### src/cmaco_pkg.sv
// Package for the miscellaneous-instruction unit: opcode, interrupt-master and
// CPU-entry codes, flag bit positions, and the item and result types.
// No dependencies.
package cmaco_pkg;

    localparam logic [3:0] OP_NOP        = 4'd0;
    localparam logic [3:0] OP_PAD        = 4'd1;
    localparam logic [3:0] OP_EI_NOW     = 4'd2;
    localparam logic [3:0] OP_EI_DELAYED = 4'd3;
    localparam logic [3:0] OP_DI         = 4'd4;
    localparam logic [3:0] OP_STOP       = 4'd5;
    localparam logic [3:0] OP_HALT       = 4'd6;
    localparam logic [3:0] OP_DAA        = 4'd7;
    localparam logic [3:0] OP_CPL        = 4'd8;
    localparam logic [3:0] OP_SCF        = 4'd9;
    localparam logic [3:0] OP_CCF        = 4'd10;

    localparam logic [1:0] IME_OFF = 2'd0;
    localparam logic [1:0] IME_REQ = 2'd1;
    localparam logic [1:0] IME_ON  = 2'd2;
    localparam logic [1:0] IME_BAD = 2'd3;

    localparam logic [1:0] ENTER_NONE = 2'd0;
    localparam logic [1:0] ENTER_HALT = 2'd1;
    localparam logic [1:0] ENTER_STOP = 2'd2;

    localparam int FLAG_Z = 3;
    localparam int FLAG_N = 2;
    localparam int FLAG_H = 1;
    localparam int FLAG_C = 0;

    // Only the five defined interrupt sources count as pending.
    localparam logic [7:0] INT_MASK = 8'h1f;

    localparam logic [7:0] DAA_HI     = 8'h60;
    localparam logic [7:0] DAA_LO     = 8'h06;
    localparam logic [7:0] DAA_HI_MAX = 8'h99;
    localparam logic [3:0] DAA_LO_MAX = 4'h9;

    typedef struct packed {
        logic [3:0] opcode;
        logic [7:0] acc_in;
        logic [3:0] flags_in;
        logic [1:0] ime_in;
        logic [7:0] int_enable;
        logic [7:0] int_flags;
    } item_t;

    typedef struct packed {
        logic [7:0] acc_out;
        logic [3:0] flags_out;
        logic [1:0] ime_out;
        logic       b_write;
        logic [7:0] b_value;
        logic [1:0] cpu_enter;
        logic       halt_bug;
        logic       clear_ie_joypad;
    } result_t;

endpackage

### src/cmaco_exec.sv
// Combinational execute logic for the miscellaneous instructions: DAA, CPL,
// SCF, CCF, EI/DI, HALT and STOP. Depends on cmaco_pkg.
module cmaco_exec (
    input  cmaco_pkg::item_t   item,
    input  logic               color_model,
    output cmaco_pkg::result_t res
);
    import cmaco_pkg::*;

    logic [1:0] ime;
    logic [7:0] daa_v1;
    logic [7:0] daa_v;
    logic       daa_c;
    logic [3:0] daa_flags;
    logic       irq_pending;

    // Unused master code reads as enabled.
    assign ime = (item.ime_in == IME_BAD) ? IME_ON : item.ime_in;
    assign irq_pending = |(item.int_enable & item.int_flags & INT_MASK);

    always_comb begin
        daa_c  = item.flags_in[FLAG_C];
        daa_v1 = item.acc_in;
        daa_v  = item.acc_in;
        if (item.flags_in[FLAG_N]) begin
            if (item.flags_in[FLAG_C]) begin
                daa_v1 = item.acc_in - DAA_HI;
            end
            daa_v = item.flags_in[FLAG_H] ? (daa_v1 - DAA_LO) : daa_v1;
        end else begin
            if (item.flags_in[FLAG_C] || (item.acc_in > DAA_HI_MAX)) begin
                daa_v1 = item.acc_in + DAA_HI;
                daa_c  = 1'b1;
            end
            // low-nibble test looks at the value after the high correction
            if (item.flags_in[FLAG_H] || (daa_v1[3:0] > DAA_LO_MAX)) begin
                daa_v = daa_v1 + DAA_LO;
            end else begin
                daa_v = daa_v1;
            end
        end
        daa_flags         = item.flags_in;
        daa_flags[FLAG_Z] = (daa_v == 8'd0);
        daa_flags[FLAG_H] = 1'b0;
        daa_flags[FLAG_C] = daa_c;
    end

    always_comb begin
        res.acc_out         = item.acc_in;
        res.flags_out       = item.flags_in;
        res.ime_out         = ime;
        res.b_write         = 1'b0;
        res.b_value         = 8'd0;
        res.cpu_enter       = ENTER_NONE;
        res.halt_bug        = 1'b0;
        res.clear_ie_joypad = 1'b0;
        case (item.opcode)
            OP_EI_NOW: begin
                res.ime_out = IME_ON;
            end
            OP_EI_DELAYED: begin
                res.ime_out = IME_REQ;
            end
            OP_DI: begin
                res.ime_out = IME_OFF;
            end
            OP_STOP: begin
                res.acc_out         = 8'd0;
                res.b_write         = 1'b1;
                res.b_value         = item.int_enable;
                res.clear_ie_joypad = 1'b1;
                res.cpu_enter       = ENTER_STOP;
            end
            OP_HALT: begin
                if ((ime == IME_ON) || !irq_pending) begin
                    res.cpu_enter = ENTER_HALT;
                end else begin
                    res.halt_bug = !color_model;
                end
            end
            OP_DAA: begin
                res.acc_out   = daa_v;
                res.flags_out = daa_flags;
            end
            OP_CPL: begin
                res.acc_out           = ~item.acc_in;
                res.flags_out[FLAG_N] = 1'b1;
                res.flags_out[FLAG_H] = 1'b1;
            end
            OP_SCF: begin
                res.flags_out = {item.flags_in[FLAG_Z], 3'b001};
            end
            OP_CCF: begin
                res.flags_out = {item.flags_in[FLAG_Z], 2'b00, ~item.flags_in[FLAG_C]};
            end
            default: begin
                // nop, pad and unused codes leave everything as is, but an unused IME code reads as enabled
            end
        endcase
    end

endmodule

### src/cpu_misc_accumulator_control_ops_core.sv
// Top level of the miscellaneous-instruction unit: handshake pipeline,
// configuration register and result register. Depends on cmaco_pkg and
// cmaco_exec.
//
// Usage:
//   Input channel s_*: one instruction (opcode, accumulator, flags, IME state,
//   IE and IF bytes) per transfer. Result channel m_*: new accumulator, flags,
//   IME state, register-B write, HALT/STOP entry, halt-bug mark, IE/P1 clear.
//   APB port: register 0 at byte address 0 holds color_model in bit 0.
//   Path: the input register loads at the transfer edge, and the result
//   register loads from it when the result stage can advance; a result
//   shows on m_* once it sits in the result register.
//   Throughput: one instruction per cycle while m_ready stays high; the decode
//   between the two registers is a single pass of short logic.
//   s_ready falls only when both registers hold items and m_ready is low;
//   a stalled result holds steady on m_* until taken.
//   Reset (aresetn low, synchronous) empties both registers and clears
//   color_model. Write color_model only while no item is in flight.
module cpu_misc_accumulator_control_ops_core (
    input  logic        aclk,
    input  logic        aresetn,

    input  logic        psel,
    input  logic        penable,
    input  logic        pwrite,
    input  logic [2:0]  paddr,
    input  logic [31:0] pwdata,
    output logic [31:0] prdata,
    output logic        pready,

    input  logic        s_valid,
    output logic        s_ready,
    input  logic [3:0]  s_opcode,
    input  logic [7:0]  s_acc_in,
    input  logic [3:0]  s_flags_in,
    input  logic [1:0]  s_ime_in,
    input  logic [7:0]  s_int_enable,
    input  logic [7:0]  s_int_flags,

    output logic        m_valid,
    input  logic        m_ready,
    output logic [7:0]  m_acc_out,
    output logic [3:0]  m_flags_out,
    output logic [1:0]  m_ime_out,
    output logic        m_b_write,
    output logic [7:0]  m_b_value,
    output logic [1:0]  m_cpu_enter,
    output logic        m_halt_bug,
    output logic        m_clear_ie_joypad
);
    import cmaco_pkg::*;

    logic    color_model_reg;
    logic    cfg_hit;

    logic    in_valid_reg;
    item_t   in_item_reg;
    logic    out_valid_reg;
    result_t out_res_reg;
    result_t exec_res;
    logic    adv_in;
    logic    adv_out;

    // Configuration port: register 0 only, upper address bit marks out of range.
    assign pready  = 1'b1;
    assign cfg_hit = (paddr[2] == 1'b0);
    assign prdata  = {31'd0, color_model_reg & cfg_hit};

    always_ff @(posedge aclk) begin
        if (!aresetn) begin
            color_model_reg <= 1'b0;
        end else if (psel && penable && pwrite && pready && cfg_hit) begin
            color_model_reg <= pwdata[0];
        end
    end

    // Two-stage pipeline with ready passed back one stage at a time.
    assign adv_out = !out_valid_reg || m_ready;
    assign adv_in  = !in_valid_reg || adv_out;
    assign s_ready = adv_in;

    always_ff @(posedge aclk) begin
        if (!aresetn) begin
            in_valid_reg  <= 1'b0;
            out_valid_reg <= 1'b0;
        end else begin
            if (adv_in) begin
                in_valid_reg <= s_valid;
            end
            if (adv_out) begin
                out_valid_reg <= in_valid_reg;
            end
        end
    end

    always_ff @(posedge aclk) begin
        if (s_valid && adv_in) begin
            in_item_reg <= '{opcode:     s_opcode,
                             acc_in:     s_acc_in,
                             flags_in:   s_flags_in,
                             ime_in:     s_ime_in,
                             int_enable: s_int_enable,
                             int_flags:  s_int_flags};
        end
        if (in_valid_reg && adv_out) begin
            out_res_reg <= exec_res;
        end
    end

    cmaco_exec u_exec (
        .item        (in_item_reg),
        .color_model (color_model_reg),
        .res         (exec_res)
    );

    assign m_valid           = out_valid_reg;
    assign m_acc_out         = out_res_reg.acc_out;
    assign m_flags_out       = out_res_reg.flags_out;
    assign m_ime_out         = out_res_reg.ime_out;
    assign m_b_write         = out_res_reg.b_write;
    assign m_b_value         = out_res_reg.b_value;
    assign m_cpu_enter       = out_res_reg.cpu_enter;
    assign m_halt_bug        = out_res_reg.halt_bug;
    assign m_clear_ie_joypad = out_res_reg.clear_ie_joypad;

    // STOP side effects always travel together.
    a_stop_effects: assert property (@(posedge aclk) disable iff (!aresetn)
        m_valid |-> ((m_b_write == (m_cpu_enter == ENTER_STOP))
                     && (m_clear_ie_joypad == m_b_write)))
        else $error("STOP side effects out of step");

    // The halt bug is a failed halt, never raised on the color model.
    a_halt_bug: assert property (@(posedge aclk) disable iff (!aresetn)
        (m_valid && m_halt_bug) |-> ((m_cpu_enter == ENTER_NONE) && !color_model_reg))
        else $error("halt bug raised with halt entry or on color model");

    // A transfer in fills the input register.
    a_fill: assert property (@(posedge aclk) disable iff (!aresetn)
        (s_valid && s_ready) |=> in_valid_reg)
        else $error("accepted item lost");

    // b_value carries data only with a register-B write.
    a_b_value: assert property (@(posedge aclk) disable iff (!aresetn)
        (m_valid && !m_b_write) |-> (m_b_value == 8'd0))
        else $error("b_value set without b_write");

endmodule
### config.mk
export PLATFORM = sky130hd
export DESIGN_NAME = cpu_misc_accumulator_control_ops_core
export DESIGN_NICKNAME = d
export VERILOG_FILES = /design/src/cmaco_pkg.sv /design/src/cmaco_exec.sv /design/src/cpu_misc_accumulator_control_ops_core.sv
export SDC_FILE = /design/constraint.sdc
export NUM_CORES = 1
export LEC_CHECK = 0
export ABC_AREA = 1
export BUFFER_PORTS_ARGS = -buffer_cell sky130_fd_sc_hd__buf_2
export CAP_MARGIN = 10
export CORE_MARGIN = 2
export CORE_UTILIZATION = 45
export DETAILED_ROUTE_END_ITERATION = 12
export PLACE_DENSITY = 0.81
export SLEW_MARGIN = 10
export SYNTH_ARGS = -nofsm -noshare
export SYNTH_HDL_FRONTEND = slang
export SYNTH_SLANG_ARGS = --single-unit
### constraint.sdc
create_clock -name aclk -period 4.7 [get_ports aclk]
set_input_delay 0.235 -clock aclk [delete_from_list [all_inputs] [get_ports aclk]]
set_output_delay 0.235 -clock aclk [all_outputs]
set_load 0.005 [all_outputs]
==> metrics.txt, run 1 <==
sequential share of power 0.517; clock slew at the register clock pins of the worst setup and hold paths 0.07 ns; Initial DRC Count 112; drt pass-1 iters 6; Sw Share 0.254; share of the yosys chip area belonging to registers 0.576; synthesis-to-finish area growth 16.5%; Placer Congestion 0.803; DP Cell Count 435; Worst Path Max Fanout 6; most frequent CP cell nand2_1; critical-path cell list inv_2 > ha_1 > inv_1 > o211ai_1 > nor2_1 > nand3_1 > nand2_1 > nand3_1 > nand2_1 > inv_1 > nand2_1 > nand2_1; Yosys reg bits 59; final worst path period share 0.415; number of library cell types mapped by synthesis 33; post-route insts no fill 451; htree depth 3; syn avg cell area 10.3 um^2; Post-layout nets 449; number of global-route vias before repair 2015; CP bufs+invs 3; kind of start point of the critical path flip-flop; Core Util, Final 0.549; CTS tree yes; vias per cell 4.78; crit end category flip-flop; Cells after Synth 293; power per cell area 344 nW/um^2; Worst EP arrival 2.04 ns; largest net degree at the start of global routing 32; RSZ-0062 raised after global routing false; Reg area 1740 um^2; Warnings, synthesis 0; met3 GRT Util 0.0452; Slew Limit Fails 0; GRT met1 Usage 0.178; Clock Path Buffers 2; Die Wd 86.0 um; Slew @ Worst Pin 1.14 ns; I/O Pins 138; ant diodes 0; commonest non-fill, non-tap cell in the layout buf_2; Slowest-stage cell, CP edfxtp_1; initial core utilization 0.471; Netlist Area Pre-Place 3030 um^2; leakage 1.62 nW; Final Skew 0.00858 ns; Worst EP required 4.79 ns; half-perimeter wire length after placement 4170 um; GR Util met2 0.265; Psw 0.308 mW; DRT Wirelength 5440 um; max cap viols 0; CTS Sinks 59; HP Class input port to flip-flop; Final Hold Viols 0; first-pass GRT wire length 8690 um; max FFs per register 31; CTS Hold Bufs 0; post-CTS sizing 0; area occupied by multi-input gates 968 um^2; Max-slew headroom 0.241; setup violators final 0; Cell Int Power 0.906 mW; Root Buffer clkbuf_8; Crit Path Category flip-flop to flip-flop; share of cells above drive strength 1 0.291; WL/cell 12.1 um; CTS buffer count 9; die area 7400 um^2; Logic pwr share 0.106; grt total ovfl 0; Port Buf Inserts 69; row count 29; family with the most delay on the worst path simple AND/OR/NAND/NOR gates; GRT Total Usage 0.155; Fillers 556; vias 2155; status complete, no violations; worst ir drop on vdd 0.216 mV; Die Y 86.0 um; power share of the clock group 0.377; CP peak stage delay 0.48 ns; commonest cells after routing, fill and taps aside 69 x buf_2, 56 x edfxtp_1, 45 x nand2_1; setup TNS 0 ns; initial antenna violation count 0; post-CTS setup buffer count 0; Clk Latency, worst-skew pair 0.34 ns; Post-DRT Antenna Nets 0; gr busiest metal met2; DRC viols 0; Peak Freq 0.513 GHz; core area 6420 um^2; Final min period 1.95 ns
metal layers:
metal,wire (um),up-vias
li1,-,1077
met1,2180,963
met5,0,-
met3,417,13
met4,101,0
met2,2740,102
cell usage after synthesis:
| master | n | area share |
|---|---|---|
| a21oi_1 | 10 | 0.017 |
| a221oi_1 | 1 | 0.0029 |
| a31o_2 | 1 | 0.0029 |
| buf_4 | 34 | 0.084 |
| buf_6 | 1 | 0.0037 |
| clkinv_1 | 1 | 0.0012 |
| conb_1 | 2 | 0.0025 |
| dfxtp_1 | 3 | 0.020 |
| edfxtp_1 | 56 | 0.56 |
| ha_1 | 4 | 0.017 |
| inv_1 | 36 | 0.045 |
| inv_2 | 7 | 0.0087 |
| nand2_1 | 45 | 0.056 |
| nand2_2 | 2 | 0.0041 |
| nand2_4 | 6 | 0.022 |
| nand3_1 | 17 | 0.028 |
| nand3_2 | 2 | 0.0066 |
| nand3_4 | 1 | 0.0058 |
| nand3b_1 | 1 | 0.0025 |
| nand4_1 | 1 | 0.0021 |
| nor2_1 | 25 | 0.031 |
| nor2_2 | 2 | 0.0041 |
| nor2_4 | 1 | 0.0037 |
| nor3_1 | 4 | 0.0066 |
| nor4_1 | 1 | 0.0021 |
| o211ai_1 | 5 | 0.012 |
| o21ai_0 | 12 | 0.020 |
| o221ai_1 | 4 | 0.012 |
| o22ai_1 | 2 | 0.0041 |
| o311a_1 | 1 | 0.0033 |
| o31ai_1 | 1 | 0.0025 |
| xnor2_1 | 2 | 0.0058 |
| xor2_1 | 2 | 0.0058 |
cell families after synthesis:
group | share of synthesized area
compound gates | 0.0761
simple gates | 0.175
flops | 0.576
fa+ha+maj | 0.0165
xor+xnor | 0.0116
other cells | 0.00248
buf+inv | 0.143
per-stage QoR:
stage               power, mW  cell area (um^2)  worst slack [ns]  hold slack [ns]
finish                   1.21              3520              2.75           0.0687
global route             1.27              3520              2.55           0.0536
CTS                      1.22              3520              2.75           0.0564
detailed placement      0.767              3320              2.77            0.413
global placement        0.762              3320              2.79            0.412
floorplan               0.739              3140              2.67            0.334
power by group through the flow:
stage,clock network (mW),logic (mW),registers (mW)
after floorplan,0,0.105,0.635
after global placement,0,0.124,0.637
after detailed placement,0,0.129,0.638
after CTS,0.468,0.129,0.627
after global routing,0.493,0.148,0.630
final,0.457,0.129,0.627
layout make-up:
class / instances / area share
repair buffers: 70 / 0.100
multi-input cells: 185 / 0.275
clock buffers: 9 / 0.0351
well taps: 77 / 0.0273
flip-flops and latches: 59 / 0.494
inverters: 44 / 0.0469
clock inverters: 7 / 0.0217
final timing paths:
check | start | slack (ns) | cells after the start | endpoint
setup reg to reg | in_item_reg[24] | 2.75 | 12 | m_flags_out[3]
setup / recovery | in_item_reg[24] | 2.75 | 12 | m_flags_out[3]
hold / removal | s_acc_in[2] | 0.07 | 1 | in_item_reg[24]
hold reg to reg | in_valid_reg | 0.50 | 2 | m_valid
Note: power is estimated with default switching activity, not from simulation.
==> run 2, diff against run 1 <==
--- a/config.mk
+++ b/config.mk
@@ -5,13 +5,13 @@
 export SDC_FILE = /design/constraint.sdc
 export NUM_CORES = 1
 export LEC_CHECK = 0
-export ABC_AREA = 1
+export ABC_AREA = 0
 export BUFFER_PORTS_ARGS = -buffer_cell sky130_fd_sc_hd__buf_2
 export CAP_MARGIN = 10
 export CORE_MARGIN = 2
 export CORE_UTILIZATION = 45
 export DETAILED_ROUTE_END_ITERATION = 12
-export PLACE_DENSITY = 0.81
+export PLACE_DENSITY = 0.8
 export SLEW_MARGIN = 10
 export SYNTH_ARGS = -nofsm -noshare
 export SYNTH_HDL_FRONTEND = slang
==> constraint.sdc (replaced) <==
create_clock -name aclk -period 1.97 [get_ports aclk]
set_input_delay 0.0985 -clock aclk [delete_from_list [all_inputs] [get_ports aclk]]
set_output_delay 0.0985 -clock aclk [all_outputs]
set_load 0.005 [all_outputs]
==> run 2 against run 1 <==
The flow now finishes with violations (setup timing). Clock skew hardly changed. Non-clock buffer count is 55 higher. Worst hold slack worse by 0.063 ns. Total power grew to 2.6 times the previous value. Clock power grew to 2.6 times the previous value. Via count is 12% higher. Fmax is 3.4% lower. Combinational power grew to 3.4 times the previous value. Final cell count is 12% higher. Largest cell class unchanged.
==> metrics.txt, run 2 <==
share of the yosys chip area belonging to registers 0.547 (was 0.576); max cap viols 0 (unchanged); drt pass-1 iters 4 (was 6); worst setup margin -0.0497 ns (was 2.75 ns); CP Launch Point in_item_reg[23] (was in_item_reg[24]); status finished with violations (was complete, no violations); row count 30 (was 29); failing checks setup timing; Core Util, Final 0.612 (was 0.549); Clk Latency, worst-skew pair 0.34 ns (about the same); syn avg cell area 11.2 um^2 (was 10.3 um^2); post-CTS setup buffer count 0 (unchanged); gr busiest metal met2 (unchanged); WL/cell 13.1 um (was 12.1 um); sequential share of power 0.474 (was 0.517); Initial DRC Count 162 (was 112); share of the synthesized area in the top cell type 0.528 (was 0.556); commonest non-fill, non-tap cell in the layout buf_2 (unchanged); Psw 0.760 mW (was 0.308 mW); crit end category flip-flop (unchanged); Yosys reg bits 59 (unchanged); Post-synth EDFFs 56 (unchanged); CTS buffer count 9 (unchanged); Die Y 88.1 um (was 86.0 um); setup violators final 2 (was 0); number of library cell types mapped by synthesis 53 (was 33); HP Class input port to flip-flop (unchanged); CTS tree yes (unchanged); cell area after layout 4180 um^2 (was 3520 um^2); power share of the clock group 0.384 (was 0.377); grt total ovfl 0 (unchanged); initial core utilization 0.466 (was 0.471); htree depth 3 (unchanged); Cell Int Power 2.38 mW (was 0.906 mW); Port Buf Inserts 69 (unchanged); GRT Total Usage 0.176 (was 0.155); worst r2r src in_item_reg[23] (was in_item_reg[24]); number of global-route vias before repair 2232 (was 2015); WHS 0.00605 ns (was 0.0687 ns); RSZ-0062 raised after global routing true (was false); Netlist Area Pre-Place 3180 um^2 (was 3030 um^2); Sw Share 0.242 (was 0.254); CP bufs+invs 0 (was 3); GRT met1 Usage 0.214 (was 0.178); Final min period 2.02 ns (was 1.95 ns); Root Buffer clkbuf_8 (unchanged); Placer Congestion 0.914 (was 0.803); Post-DRT Antenna Nets 0 (unchanged); share of cells above drive strength 1 0.311 (was 0.291); Peak Freq 0.495 GHz (was 0.513 GHz); Slowest-stage cell, CP edfxtp_1 (unchanged); Slew Limit Fails 0 (unchanged); met3 GRT Util 0.0490 (was 0.0452); final worst path period share 1.03 (was 0.415); Clock Path Buffers 2 (unchanged); HP Start s_valid (was s_acc_in[2]); kind of start point of the critical path flip-flop (unchanged); commonest cells after routing, fill and taps aside 69 x buf_2, 56 x edfxtp_1, 33 x dlygate4sd3_1 (was 69 x buf_2, 56 x edfxtp_1, 45 x nand2_1); initial antenna violation count 0 (unchanged); most common cell in the netlist edfxtp_1 (unchanged); Worst EP arrival 2.11 ns (was 2.04 ns); Final Skew 0.00850 ns (was 0.00858 ns); family with the most delay on the worst path compound AO/OA/AOI/OAI gates (was simple AND/OR/NAND/NOR gates); clock slew at the register clock pins of the worst setup and hold paths 0.07 ns (about the same); DRC viols 0 (unchanged); post-route insts no fill 504 (was 451); Post-synth ARST share 0 (unchanged); I/O Pins 138 (unchanged); Die Wd 88.1 um (was 86.0 um); hold depth 3 (was 1); synth top area cells edfxtp_1 53%, buf_4 8.3%, a21oi_1 3.0%, nor2_1 2.7%, nor2b_1 2.2% (was edfxtp_1 56%, buf_4 8.4%, nand2_1 5.6%, inv_1 4.5%, nor2_1 3.1%); R2R cell count 7 (was 12); DP Area 3610 um^2 (was 3320 um^2); half-perimeter wire length after placement 4560 um (was 4170 um); post-synthesis cell type with the largest combined area edfxtp_1 (unchanged); R2R Path End m_acc_out[5] (was m_flags_out[3]); top cells by count, synth 56 x edfxtp_1, 35 x buf_4, 23 x nor2_1 (was 56 x edfxtp_1, 45 x nand2_1, 36 x inv_1); ant diodes 0 (unchanged); worst ir drop on vdd 0.731 mV (was 0.216 mV); largest net degree at the start of global routing 32 (unchanged); core area 6830 um^2 (was 6420 um^2); Logic pwr share 0.142 (was 0.106); critical-path cell list ha_2 > nor4b_4 > xnor2_1 > nor2_1 > a31oi_1 > o22ai_1 > a221o_1 (was inv_2 > ha_1 > inv_1 > o211ai_1 > nor2_1 > nand3_1 > nand2_1 > nand3_1 > nand2_1 > inv_1 > nand2_1 > nand2_1); leakage 1.75 nW (was 1.62 nW); DP Cell Count 455 (was 435); Final Hold Viols 0 (unchanged); hold endpoint in_valid_reg (was in_item_reg[24]); power per cell area 752 nW/um^2 (was 344 nW/um^2); Top FF cell, synth edfxtp_1 (unchanged); CTS Sinks 59 (unchanged); Post-layout nets 483 (was 449); CP peak stage delay 0.43 ns (was 0.48 ns); Worst EP required 2.06 ns (was 4.79 ns); synthesis-to-finish area growth 31.3% (was 16.5%); Fillers 537 (was 556); Warnings, synthesis 0 (unchanged); R2R Setup Slk -0.05 ns (was 2.75 ns); setup TNS -0.0962 ns (was 0 ns); vias 2424 (was 2155); Cells after Synth 285 (was 293); GR Util met2 0.288 (was 0.265); Worst Path Max Fanout 4 (was 6); first-pass GRT wire length 10300 um (was 8690 um); DRT Wirelength 6610 um (was 5440 um); die area 7760 um^2 (was 7400 um^2); vias per cell 4.81 (was 4.78); Crit Path Category flip-flop to flip-flop (unchanged); max FFs per register 31 (unchanged)
==> run 2: per-stage QoR <==
step	power (mW)	setup slack, ns
CTS	3.14	-0.0536
global route	3.28	-0.168
floorplan	1.80	-0.0480
finish	3.14	-0.0497
global placement	1.88	-0.0869
detailed placement	1.90	-0.103
==> run 2: kinds of logic (layout without fill, tap and decap cells) <==
family | after synthesis | after routing | synth area share
other | 2 | 32 | 0.00236
DFF | 59 | 59 | 0.547
and+or+nand+nor | 89 | 89 | 0.160
muxes | 5 | 5 | 0.0161
adders and majority gates | 4 | 4 | 0.0157
buffers and inverters | 57 | 150 | 0.116
AOI/OAI and AO/OA | 64 | 64 | 0.129
xor gates and xnor gates | 5 | 5 | 0.0138
==> run 2: worst max-delay path by stage <==
| stage | to | cells past startpoint |
|---|---|---|
| 5_1_grt | m_acc_out[5] | 7 |
| 3_3_place_gp | m_flags_out[3] | 7 |
| 4_1_cts | m_acc_out[5] | 7 |
| 3_5_place_dp | m_flags_out[3] | 7 |
| 2_1_floorplan | m_flags_out[3] | 9 |
| 6_report | m_acc_out[5] | 7 |
==> run 2: area by class of cell <==
cell class                      instances  area [um^2]  share of cell area
Sequential cell                        59         1740               0.417
Multi-Input combinational cell        199         1220               0.292
Timing Repair Buffer                  125          848               0.203
Clock buffer                            9          124              0.0296
Tap cell                               96          120              0.0287
Clock inverter                          7         92.6              0.0222
Inverter                                9         33.8             0.00808
==> run 2: what timing repair did <==
item,CTS,global route
gates resized for setup,5,1
gates cloned,0,0
endpoints found under the hold margin,34,1
endpoints found under the setup margin,3,4
pin swaps,0,1
hold buffers,32,1
==> run 2: power groups by stage <==
| stage | clock network, mW | registers [mW] | logic, mW |
|---|---|---|---|
| floorplan | 0 | 1.51 | 0.287 |
| CTS | 1.21 | 1.49 | 0.438 |
| global route | 1.28 | 1.50 | 0.496 |
| detailed placement | 0 | 1.52 | 0.382 |
| global placement | 0 | 1.51 | 0.370 |
| finish | 1.21 | 1.49 | 0.445 |
==> run 2: tightest hold or removal path: stages <==
cell     delay (ns)
buf_2          0.08
a21oi_1        0.03
nor2b_1        0.09
==> run 2: per-layer routing <==
layer / wire length (um) / up-vias
li1: - / 1203
met3: 426 / 17
met2: 3290 / 102
met5: 0 / -
met4: 170 / 0
met1: 2730 / 1102
